File: src/design/wsd_pkg.sv
// Package for the WebSocket frame deframer.
// Holds parse phases, the queued result type and shared constants; no dependencies.
`default_nettype none

package wsd_pkg;

	localparam int unsigned LEN_W   = 20;
	localparam int unsigned QDEPTH  = 4;
	localparam int unsigned QAW     = $clog2(QDEPTH);
	localparam int unsigned QCW     = $clog2(QDEPTH + 1);

	localparam logic [LEN_W-1:0] MAX_PAYLOAD_RST = LEN_W'(8192);
	localparam logic [7:0]       OPC_MASK        = 8'h0f;
	localparam logic [7:0]       MASK_BIT        = 8'h80;
	localparam logic [7:0]       LEN_CODE_MASK   = 8'h7f;
	localparam logic [6:0]       LEN_CODE_16     = 7'd126;
	localparam logic [6:0]       LEN_CODE_64     = 7'd127;
	localparam logic [2:0]       EXT16_LEFT      = 3'd1;
	localparam logic [2:0]       EXT64_LEFT      = 3'd7;
	localparam logic [2:0]       KEY_LEFT        = 3'd3;

	typedef enum logic [2:0] {
		PH_HDR0,
		PH_HDR1,
		PH_EXTLEN,
		PH_MASKKEY,
		PH_PAYLOAD,
		PH_HALTED
	} phase_t;

	typedef struct packed {
		logic [7:0] data;
		logic [7:0] key;
		logic [3:0] opcode;
		logic       frame_end;
		logic       empty_frame;
		logic       too_large;
	} op_t;

endpackage

`default_nettype wire

File: src/design/wsd_front.sv
// Header parser of the WebSocket frame deframer: classifies each input byte.
// Pushes one result descriptor per result into the queue. Uses wsd_pkg.
`default_nettype none

module wsd_front (
	input  wire logic                     clk,
	input  wire logic                     arst_n,
	input  wire logic                     in_valid,
	input  wire logic [7:0]               rx_byte,
	input  wire logic                     q_full,
	input  wire logic [wsd_pkg::LEN_W-1:0] max_len,
	output wsd_pkg::op_t                  push_op,
	output logic                          push
);

	wsd_pkg::phase_t          ph_q, ph_d;
	logic [3:0]               opc_q, opc_d;
	logic                     mask_q, mask_d;
	logic [2:0]               hb_q, hb_d;
	logic [wsd_pkg::LEN_W-1:0] len_q, len_d;
	logic                     hi_q, hi_d;
	logic [31:0]              key_q, key_d;
	logic [wsd_pkg::LEN_W-1:0] left_q, left_d;
	logic [1:0]               idx_q, idx_d;

	logic                     acc;
	logic                     ld_go;
	logic [wsd_pkg::LEN_W-1:0] ld_len;
	logic                     ld_hi;
	logic                     bp_go;
	logic [wsd_pkg::LEN_W-1:0] bp_len;
	logic [6:0]               code;
	logic [7:0]               kb;

	assign acc  = in_valid & ~q_full;
	assign code = 7'(rx_byte & wsd_pkg::LEN_CODE_MASK);

	always_comb begin
		case (idx_q)
			2'd0:    kb = key_q[31:24];
			2'd1:    kb = key_q[23:16];
			2'd2:    kb = key_q[15:8];
			default: kb = key_q[7:0];
		endcase
		if (!mask_q) begin
			kb = 8'h00;
		end
	end

	always_comb begin
		ph_d    = ph_q;
		opc_d   = opc_q;
		mask_d  = mask_q;
		hb_d    = hb_q;
		len_d   = len_q;
		hi_d    = hi_q;
		key_d   = key_q;
		left_d  = left_q;
		idx_d   = idx_q;
		push    = 1'b0;
		push_op = '{data: rx_byte, key: kb, opcode: opc_q, frame_end: 1'b0,
			empty_frame: 1'b0, too_large: 1'b0};
		ld_go   = 1'b0;
		ld_len  = len_q;
		ld_hi   = hi_q;
		bp_go   = 1'b0;
		bp_len  = len_q;

		if (acc) begin
			unique case (ph_q)
				wsd_pkg::PH_HDR0: begin
					opc_d = 4'(rx_byte & wsd_pkg::OPC_MASK);
					ph_d  = wsd_pkg::PH_HDR1;
				end
				wsd_pkg::PH_HDR1: begin
					mask_d = |(rx_byte & wsd_pkg::MASK_BIT);
					if (code == wsd_pkg::LEN_CODE_16 || code == wsd_pkg::LEN_CODE_64) begin
						len_d = '0;
						hi_d  = 1'b0;
						hb_d  = (code == wsd_pkg::LEN_CODE_16) ? wsd_pkg::EXT16_LEFT
							: wsd_pkg::EXT64_LEFT;
						ph_d  = wsd_pkg::PH_EXTLEN;
					end else begin
						ld_go  = 1'b1;
						ld_len = wsd_pkg::LEN_W'(code);
						ld_hi  = 1'b0;
					end
				end
				wsd_pkg::PH_EXTLEN: begin
					ld_len = {len_q[wsd_pkg::LEN_W-9:0], rx_byte};
					ld_hi  = hi_q | (|len_q[wsd_pkg::LEN_W-1:wsd_pkg::LEN_W-8]);
					len_d  = ld_len;
					hi_d   = ld_hi;
					if (hb_q == 3'd0) begin
						ld_go = 1'b1;
					end else begin
						hb_d = hb_q - 3'd1;
					end
				end
				wsd_pkg::PH_MASKKEY: begin
					key_d = {key_q[23:0], rx_byte};
					if (hb_q == 3'd0) begin
						bp_go = 1'b1;
					end else begin
						hb_d = hb_q - 3'd1;
					end
				end
				wsd_pkg::PH_PAYLOAD: begin
					idx_d  = idx_q + 2'd1;
					left_d = left_q - wsd_pkg::LEN_W'(1);
					push   = 1'b1;
					if (left_q == wsd_pkg::LEN_W'(1)) begin
						push_op.frame_end = 1'b1;
						ph_d = wsd_pkg::PH_HDR0;
					end
				end
				wsd_pkg::PH_HALTED: begin
				end
				default: begin
				end
			endcase
		end

		// length complete: size check, then key, payload or empty-frame result
		if (ld_go) begin
			len_d = ld_len;
			hi_d  = ld_hi;
			if (ld_hi || (ld_len > max_len)) begin
				push              = 1'b1;
				push_op.data      = 8'h00;
				push_op.key       = 8'h00;
				push_op.too_large = 1'b1;
				ph_d              = wsd_pkg::PH_HALTED;
			end else begin
				key_d = '0;
				if (mask_d) begin
					hb_d = wsd_pkg::KEY_LEFT;
					ph_d = wsd_pkg::PH_MASKKEY;
				end else begin
					bp_go  = 1'b1;
					bp_len = ld_len;
				end
			end
		end

		if (bp_go) begin
			if (bp_len == '0) begin
				push                = 1'b1;
				push_op.data        = 8'h00;
				push_op.key         = 8'h00;
				push_op.frame_end   = 1'b1;
				push_op.empty_frame = 1'b1;
				ph_d                = wsd_pkg::PH_HDR0;
			end else begin
				left_d = bp_len;
				idx_d  = 2'd0;
				ph_d   = wsd_pkg::PH_PAYLOAD;
			end
		end
	end

	always_ff @(posedge clk or negedge arst_n) begin
		if (!arst_n) begin
			ph_q   <= wsd_pkg::PH_HDR0;
			opc_q  <= '0;
			mask_q <= 1'b0;
			hb_q   <= '0;
			len_q  <= '0;
			hi_q   <= 1'b0;
			key_q  <= '0;
			left_q <= '0;
			idx_q  <= '0;
		end else begin
			ph_q   <= ph_d;
			opc_q  <= opc_d;
			mask_q <= mask_d;
			hb_q   <= hb_d;
			len_q  <= len_d;
			hi_q   <= hi_d;
			key_q  <= key_d;
			left_q <= left_d;
			idx_q  <= idx_d;
		end
	end

	a_halt_sticky: assert property (@(posedge clk) disable iff (!arst_n)
		ph_q == wsd_pkg::PH_HALTED |=> ph_q == wsd_pkg::PH_HALTED)
		else $error("parser left halted phase");

	a_payload_left: assert property (@(posedge clk) disable iff (!arst_n)
		ph_q == wsd_pkg::PH_PAYLOAD |-> left_q != '0)
		else $error("payload phase with zero bytes left");

endmodule

`default_nettype wire

File: src/design/wsd_queue.sv
// Small result queue between the parser and the output stage.
// Register array with one read port at the head. Uses wsd_pkg.
`default_nettype none

module wsd_queue (
	input  wire logic  clk,
	input  wire logic  arst_n,
	input  wire logic  push,
	input  wire wsd_pkg::op_t push_op,
	input  wire logic  pop,
	output wsd_pkg::op_t head_op,
	output logic       full,
	output logic       empty
);

	wsd_pkg::op_t            mem_q [wsd_pkg::QDEPTH];
	logic [wsd_pkg::QAW-1:0] wr_ptr_q;
	logic [wsd_pkg::QAW-1:0] rd_ptr_q;
	logic [wsd_pkg::QCW-1:0] cnt_q;

	assign full    = (cnt_q == wsd_pkg::QCW'(wsd_pkg::QDEPTH));
	assign empty   = (cnt_q == '0);
	assign head_op = mem_q[rd_ptr_q];

	always_ff @(posedge clk) begin
		if (push) begin
			mem_q[wr_ptr_q] <= push_op;
		end
	end

	always_ff @(posedge clk or negedge arst_n) begin
		if (!arst_n) begin
			wr_ptr_q <= '0;
			rd_ptr_q <= '0;
			cnt_q    <= '0;
		end else begin
			if (push) begin
				wr_ptr_q <= wr_ptr_q + wsd_pkg::QAW'(1);
			end
			if (pop) begin
				rd_ptr_q <= rd_ptr_q + wsd_pkg::QAW'(1);
			end
			case ({push, pop})
				2'b10:   cnt_q <= cnt_q + wsd_pkg::QCW'(1);
				2'b01:   cnt_q <= cnt_q - wsd_pkg::QCW'(1);
				default: cnt_q <= cnt_q;
			endcase
		end
	end

	a_no_overflow: assert property (@(posedge clk) disable iff (!arst_n)
		(push && !pop) |-> !full)
		else $error("push into full queue");

endmodule

`default_nettype wire

File: src/design/wsd_back.sv
// Output stage of the WebSocket frame deframer: unmasks queued items.
// Drives the registered result channel. Uses wsd_pkg.
`default_nettype none

module wsd_back (
	input  wire logic       clk,
	input  wire logic       arst_n,
	input  wire wsd_pkg::op_t head_op,
	input  wire logic       q_empty,
	output logic            pop,
	input  wire logic       out_stall,
	output logic            out_valid,
	output logic [7:0]      payload_byte,
	output logic [3:0]      frame_opcode,
	output logic            frame_end,
	output logic            empty_frame,
	output logic            too_large
);

	logic       vld_q;
	logic [7:0] byte_q;
	logic [3:0] opc_q;
	logic       end_q;
	logic       empty_q;
	logic       big_q;

	assign pop = ~q_empty & (~vld_q | ~out_stall);

	always_ff @(posedge clk or negedge arst_n) begin
		if (!arst_n) begin
			vld_q <= 1'b0;
		end else if (!vld_q || !out_stall) begin
			vld_q <= ~q_empty;
		end
	end

	always_ff @(posedge clk) begin
		if (pop) begin
			byte_q  <= head_op.data ^ head_op.key;
			opc_q   <= head_op.opcode;
			end_q   <= head_op.frame_end;
			empty_q <= head_op.empty_frame;
			big_q   <= head_op.too_large;
		end
	end

	assign out_valid    = vld_q;
	assign payload_byte = byte_q;
	assign frame_opcode = opc_q;
	assign frame_end    = end_q;
	assign empty_frame  = empty_q;
	assign too_large    = big_q;

	a_flag_zero_byte: assert property (@(posedge clk) disable iff (!arst_n)
		vld_q && (empty_q || big_q) |-> byte_q == 8'h00)
		else $error("nonzero byte on empty or error result");

	a_empty_ends: assert property (@(posedge clk) disable iff (!arst_n)
		vld_q && empty_q |-> end_q && !big_q)
		else $error("empty frame result not marked as end");

endmodule

`default_nettype wire

File: src/design/websocket_frame_deframer.sv
// Top level of the WebSocket frame deframer.
// Holds the size limit register and joins wsd_front, wsd_queue and wsd_back; uses wsd_pkg.
`default_nettype none

// Takes one stream byte per cycle and parses WebSocket frames: opcode, mask bit,
// 7/16/64-bit length and optional mask key. Every payload byte comes out unmasked
// with its opcode, the last one flagged by frame_end; a zero-length frame gives one
// empty_frame item, and a length above the size limit gives one too_large item
// after which all input is swallowed until reset. A byte is accepted every cycle
// as long as the four-entry queue between the header parser and the output
// register has room, so sustained rate is one byte per cycle when the sink keeps
// up; each result is stored in the queue and then in the output register. The limit
// register resets to 8192 and is written through cfg_wr_en/cfg_wr_data.
module websocket_frame_deframer (
	input  wire logic                      clk,
	input  wire logic                      arst_n,
	input  wire logic                      cfg_wr_en,
	input  wire logic [wsd_pkg::LEN_W-1:0] cfg_wr_data,
	input  wire logic                      in_valid,
	output logic                           in_stall,
	input  wire logic [7:0]                rx_byte,
	output logic                           out_valid,
	input  wire logic                      out_stall,
	output logic [7:0]                     payload_byte,
	output logic [3:0]                     frame_opcode,
	output logic                           frame_end,
	output logic                           empty_frame,
	output logic                           too_large
);

	logic [wsd_pkg::LEN_W-1:0] max_len_q;
	wsd_pkg::op_t              push_op;
	wsd_pkg::op_t              head_op;
	logic                      push;
	logic                      pop;
	logic                      q_full;
	logic                      q_empty;

	always_ff @(posedge clk or negedge arst_n) begin
		if (!arst_n) begin
			max_len_q <= wsd_pkg::MAX_PAYLOAD_RST;
		end else if (cfg_wr_en) begin
			max_len_q <= cfg_wr_data;
		end
	end

	assign in_stall = q_full;

	wsd_front u_front (
		.clk      (clk),
		.arst_n   (arst_n),
		.in_valid (in_valid),
		.rx_byte  (rx_byte),
		.q_full   (q_full),
		.max_len  (max_len_q),
		.push_op  (push_op),
		.push     (push)
	);

	wsd_queue u_queue (
		.clk     (clk),
		.arst_n  (arst_n),
		.push    (push),
		.push_op (push_op),
		.pop     (pop),
		.head_op (head_op),
		.full    (q_full),
		.empty   (q_empty)
	);

	wsd_back u_back (
		.clk          (clk),
		.arst_n       (arst_n),
		.head_op      (head_op),
		.q_empty      (q_empty),
		.pop          (pop),
		.out_stall    (out_stall),
		.out_valid    (out_valid),
		.payload_byte (payload_byte),
		.frame_opcode (frame_opcode),
		.frame_end    (frame_end),
		.empty_frame  (empty_frame),
		.too_large    (too_large)
	);

endmodule

`default_nettype wire
File: config.mk
export PLATFORM = sky130hd
export DESIGN_NAME = websocket_frame_deframer
export DESIGN_NICKNAME = d
export VERILOG_FILES = /design/src/design/wsd_pkg.sv /design/src/design/wsd_front.sv /design/src/design/wsd_queue.sv /design/src/design/wsd_back.sv /design/src/design/websocket_frame_deframer.sv
export SDC_FILE = /design/constraint.sdc
export NUM_CORES = 1
export LEC_CHECK = 0
export BUFFER_PORTS_ARGS = -buffer_cell sky130_fd_sc_hd__buf_2
export CAP_MARGIN = 20
export CORE_MARGIN = 8
export CORE_UTILIZATION = 56
export DETAILED_ROUTE_END_ITERATION = 7
export PLACE_DENSITY_LB_ADDON = 0.08
export SLEW_MARGIN = 20
export SYNTH_ARGS = -nofsm -noshare
export SYNTH_HDL_FRONTEND = slang
export SYNTH_SLANG_ARGS = --single-unit
File: constraint.sdc
create_clock -name clk -period 5.15 [get_ports clk]
set_input_delay 0.515 -clock clk [delete_from_list [all_inputs] [get_ports clk]]
set_output_delay 0.515 -clock clk [all_outputs]
set_load 0.01 [all_outputs]
==> flow_summary.ini <==
[worst_setup_path]
crit_path_top_delay_cell = or4_4
cp_cell_sequence = or3b_4 -> inv_2 -> nor3b_2 -> buf_12 -> a22o_1 -> a21o_1 -> ha_1 -> nand4_1 -> nor4_4 -> nand2_1 -> nand2_2 -> nand3b_4 -> or4_4 -> o31ai_4 -> or3_4 -> inv_2 -> ha_2 -> fa_1 -> xnor2_1 -> nor2_1 -> xor2_1
cp.required_ns = 5.60
regToRegSetupSlack_ns = 0.25
critPathLaunchType = flop
path_class = reg2reg
worstPathArrival_ns = 5.34
worstReg2RegStart = u_queue.cnt_q[1]
crit_top_cell = inv_2
reg2regPathDepth = 21
slowest_delay_ns = 0.53
critPathLaunch = u_queue.cnt_q[1]
r2r-end = u_queue.cnt_q[2]
cp-end-kind = flop
cp_max_fo = 22

[worst_hold_path]
min_path_type = in2async

[final_layout]
nets = 1046
fillers = 1406
area_delta_synth_final_pct = 14.66
num_antenna_cells = 0
stdcell_area_um2 = 11910
regArea_um2 = 6072
drive_above_1_share_pct = 17.20
multi_input_area_um2 = 4036
fin_util_pct = 64.54

[routing]
drt-initial-drc-count = 497
first_pass_iters = 5
drc = 0
viasPerCell = 5.849
drt-total-wl_um = 25350
wire_per_inst_um = 20.64
via_count = 7182
drt.antenna.violating_nets = 0

[clock_tree]
cts-root-buf = clkbuf_16
cts.htree.levels = 1
path_clk_slew_ns = 0.06
cts_tree = yes
cts_inserted_buffers = 24
cts.sinks = 221
clock_latency_ns = 0.52
clockBufferDepth = 3

[timing]
clock.fmax_mhz = 204.3
worstMarginPinSlew_ns = 0.8860
max_slew_margin_pct = 40.93
finalCriticalPeriod_ns = 4.895
fin_crit_sh_pct = 95.05
setup_viol = 0
slew_violations = 0
hold_viol = 0
clock_skew_ns = 0.01027

[floorplanning]
rows = 50
die_y_um = 152.2
io_pins = 50
core-area_um2 = 18460
start_util_pct = 56.29
dieArea_um2 = 23170
die_w_um = 152.2

[logic_synthesis]
syn-cell-area_um2 = 10390
synth_edf_count = 107
ys_seq_elements = 221
yosys.cell_types.count = 66
synthArstFlopShare_pct = 51.58
synth.net_count = 974
synth.area.top_cells = edfxtp_1 (31%), dfrtp_1 (27%), nand2_1 (5.9%)
ys_warn_count = 0
syn_avg_cell_area_um2 = 11.45
synth_cells = 907
synth_top_area_share_pct = 30.93
yosysTopAreaCell = edfxtp_1
synthFlopType = dfrtp_1
synth_seq_area_share_pct = 58.40

[power_and_ir_drop]
intPower_w = 0.004056
sw_frac_of_total_pct = 33.30
power.net_switching_w = 0.002025
ir_worst_vdd_uv = 330.7
pwr-share-seq_pct = 43.8
total_power_w = 0.006081
power_frac_comb_pct = 27.9
leakage_nw = 4.983
power.density_nw_per_um2 = 510.6
clkPwrFrac_pct = 28.3

[place]
gp_congestion = 0.9797
dpl_cell_area_um2 = 11030
portBuffers = 49
hpwl_um = 17970

[global_routing]
gr-total-overflow = 0
grt_pass1_wl_um = 40140
grt_use_total_pct = 21.67
grt_max_degree = 68
grt_pass1_vias = 7517
antenna_found_initial = 0

[run_status]
status = completed

[flow_run]
drv_cap = 0
what timing repair did:
item / in CTS / in global routing
endpoints found under the setup margin: 0 / 2
resized for setup: 0 / 12
hold buffers: 0 / 0
buffers inserted: 0 / 6
layout by cell type (no fill, tap or decap), types with 4 or more instances in the layout:
cell | netlist | layout
nand2_1 | 163 | 162
dfrtp_1 | 113 | 109
edfxtp_1 | 107 | 107
o21ai_0 | 82 | 81
a21oi_1 | 53 | 52
xor2_1 | 50 | 50
buf_2 | 8 | 48
inv_1 | 43 | 43
buf_4 | 3 | 35
ha_1 | 33 | 32
nor2_1 | 27 | 27
clkbuf_16 | 0 | 24
nor3_1 | 21 | 20
mux4_2 | 15 | 15
mux2i_1 | 13 | 13
and2_1 | 12 | 12
a21boi_0 | 11 | 11
a22o_1 | 10 | 10
nor4_1 | 11 | 10
nand3_1 | 10 | 10
and3_1 | 11 | 10
a222oi_1 | 10 | 10
xnor2_1 | 7 | 7
nand4_1 | 5 | 5
nand2b_1 | 4 | 4
clkinv_4 | 0 | 4
dfrtp_2 | 0 | 4
metal layers:
layer / vias up / track usage (%) / wire length, um
met1: 3538 / 25.66 / 10120
met2: 218 / 38.70 / 13070
met5: - / 0 / 0
li1: 3367 / - / -
met4: 0 / 8.520 / 948
met3: 59 / 3.687 / 1213
power groups by stage:
stage	clock network, W	logic [W]	registers [W]
floorplan	0	0.00118	0.00257
global placement	0	0.00162	0.00267
detailed placement	0	0.00166	0.00269
CTS	0.00176	0.00167	0.00266
global route	0.00182	0.00188	0.00271
finish	0.00172	0.00170	0.00267
cells by family (layout without fill, tap and decap cells):
logic type / Yosys count / after routing / synth area share, %
AND/OR/NAND/NOR: 290 / 290 / 13.34
flip-flops: 221 / 221 / 58.40
AO/OA/AOI/OAI: 186 / 186 / 10.77
buffers and inverters: 85 / 172 / 3.276
XOR/XNOR: 58 / 58 / 4.962
adder cells (fa/ha/maj): 34 / 34 / 4.167
multiplexers: 33 / 33 / 5.082
worst max path at each step:
stage | to | slack (ns) | depth (start not counted)
6_report | u_queue.cnt_q[2] | 0.25 | 21
3_3_place_gp | u_queue.cnt_q[2] | 0.14 | 21
2_1_floorplan | u_queue.cnt_q[2] | 0.03 | 21
4_1_cts | u_queue.cnt_q[2] | 0.03 | 21
3_5_place_dp | u_queue.cnt_q[2] | 0.04 | 20
5_1_grt | u_queue.cnt_q[2] | -0.05 | 22
sequential cells by signal (all words and copies together), names as in the netlist:
signal and cells:
u_back.frame_end 1, u_front.mask_q 1, u_front.hb_q 3, u_back.frame_opcode 4
u_queue.cnt_q 3, u_back.payload_byte 8, u_front.left_q 20, u_front.hi_q 1
max_len_q 20, u_front.ph_q 3, u_queue.wr_ptr_q 2, u_front.key_q 32
u_front.len_q 20, u_queue.mem_q 92, u_front.opc_q 4, u_queue.rd_ptr_q 2
u_back.too_large 1, u_back.out_valid 1, u_front.idx_q 2, u_back.empty_frame 1
worst max-delay path, delay by kind of cell (launching register included):
family,cells,cell delay [ns]
adder cells (fa/ha/maj),3,0.93
XOR/XNOR,2,0.29
flip-flops,1,0.42
AND/OR/NAND/NOR,10,2.19
AO/OA/AOI/OAI,3,0.69
buffers and inverters,3,0.29
area by class of cell:
| type | count | area share (%) |
|---|---|---|
| Clock buffer | 26 | 5.105 |
| Clock inverter | 15 | 1.576 |
| Tap cell | 234 | 2.458 |
| Timing Repair Buffer | 86 | 4.580 |
| Sequential cell | 221 | 50.98 |
| Inverter | 45 | 1.418 |
| Multi-Input combinational cell | 601 | 33.89 |
synthesized netlist by cell type, drive strengths merged (6+ instances only):
library cell and n:
a21boi 11, a21oi 53, a222oi 10, a22o 10
and2 13, and3 11, buf 16, clkbuf 24
dfrtp 113, edfxtp 107, ha 33, inv 45
mux2i 13, mux4 15, nand2 163, nand3 10
nor2 28, nor3 21, nor3b 6, nor4 12
o21ai 83, xnor2 8, xor2 50
stage by stage:
| stage | setup TNS [ns] | std cells | setup slack, ns | hold WS (ns) |
|---|---|---|---|---|
| floorplan | 0 | 907 | 0.02535 | 0.2194 |
| global placement | 0 | 1181 | 0.1373 | 0.4762 |
| detailed placement | 0 | 1181 | 0.04106 | 0.4793 |
| CTS | 0 | 1222 | 0.03138 | 0.1423 |
| global route | -0.05211 | 1228 | -0.05211 | 0.1743 |
| finish | 0 | 1228 | 0.2549 | 0.09488 |
Power figures use the tool's default switching activity.
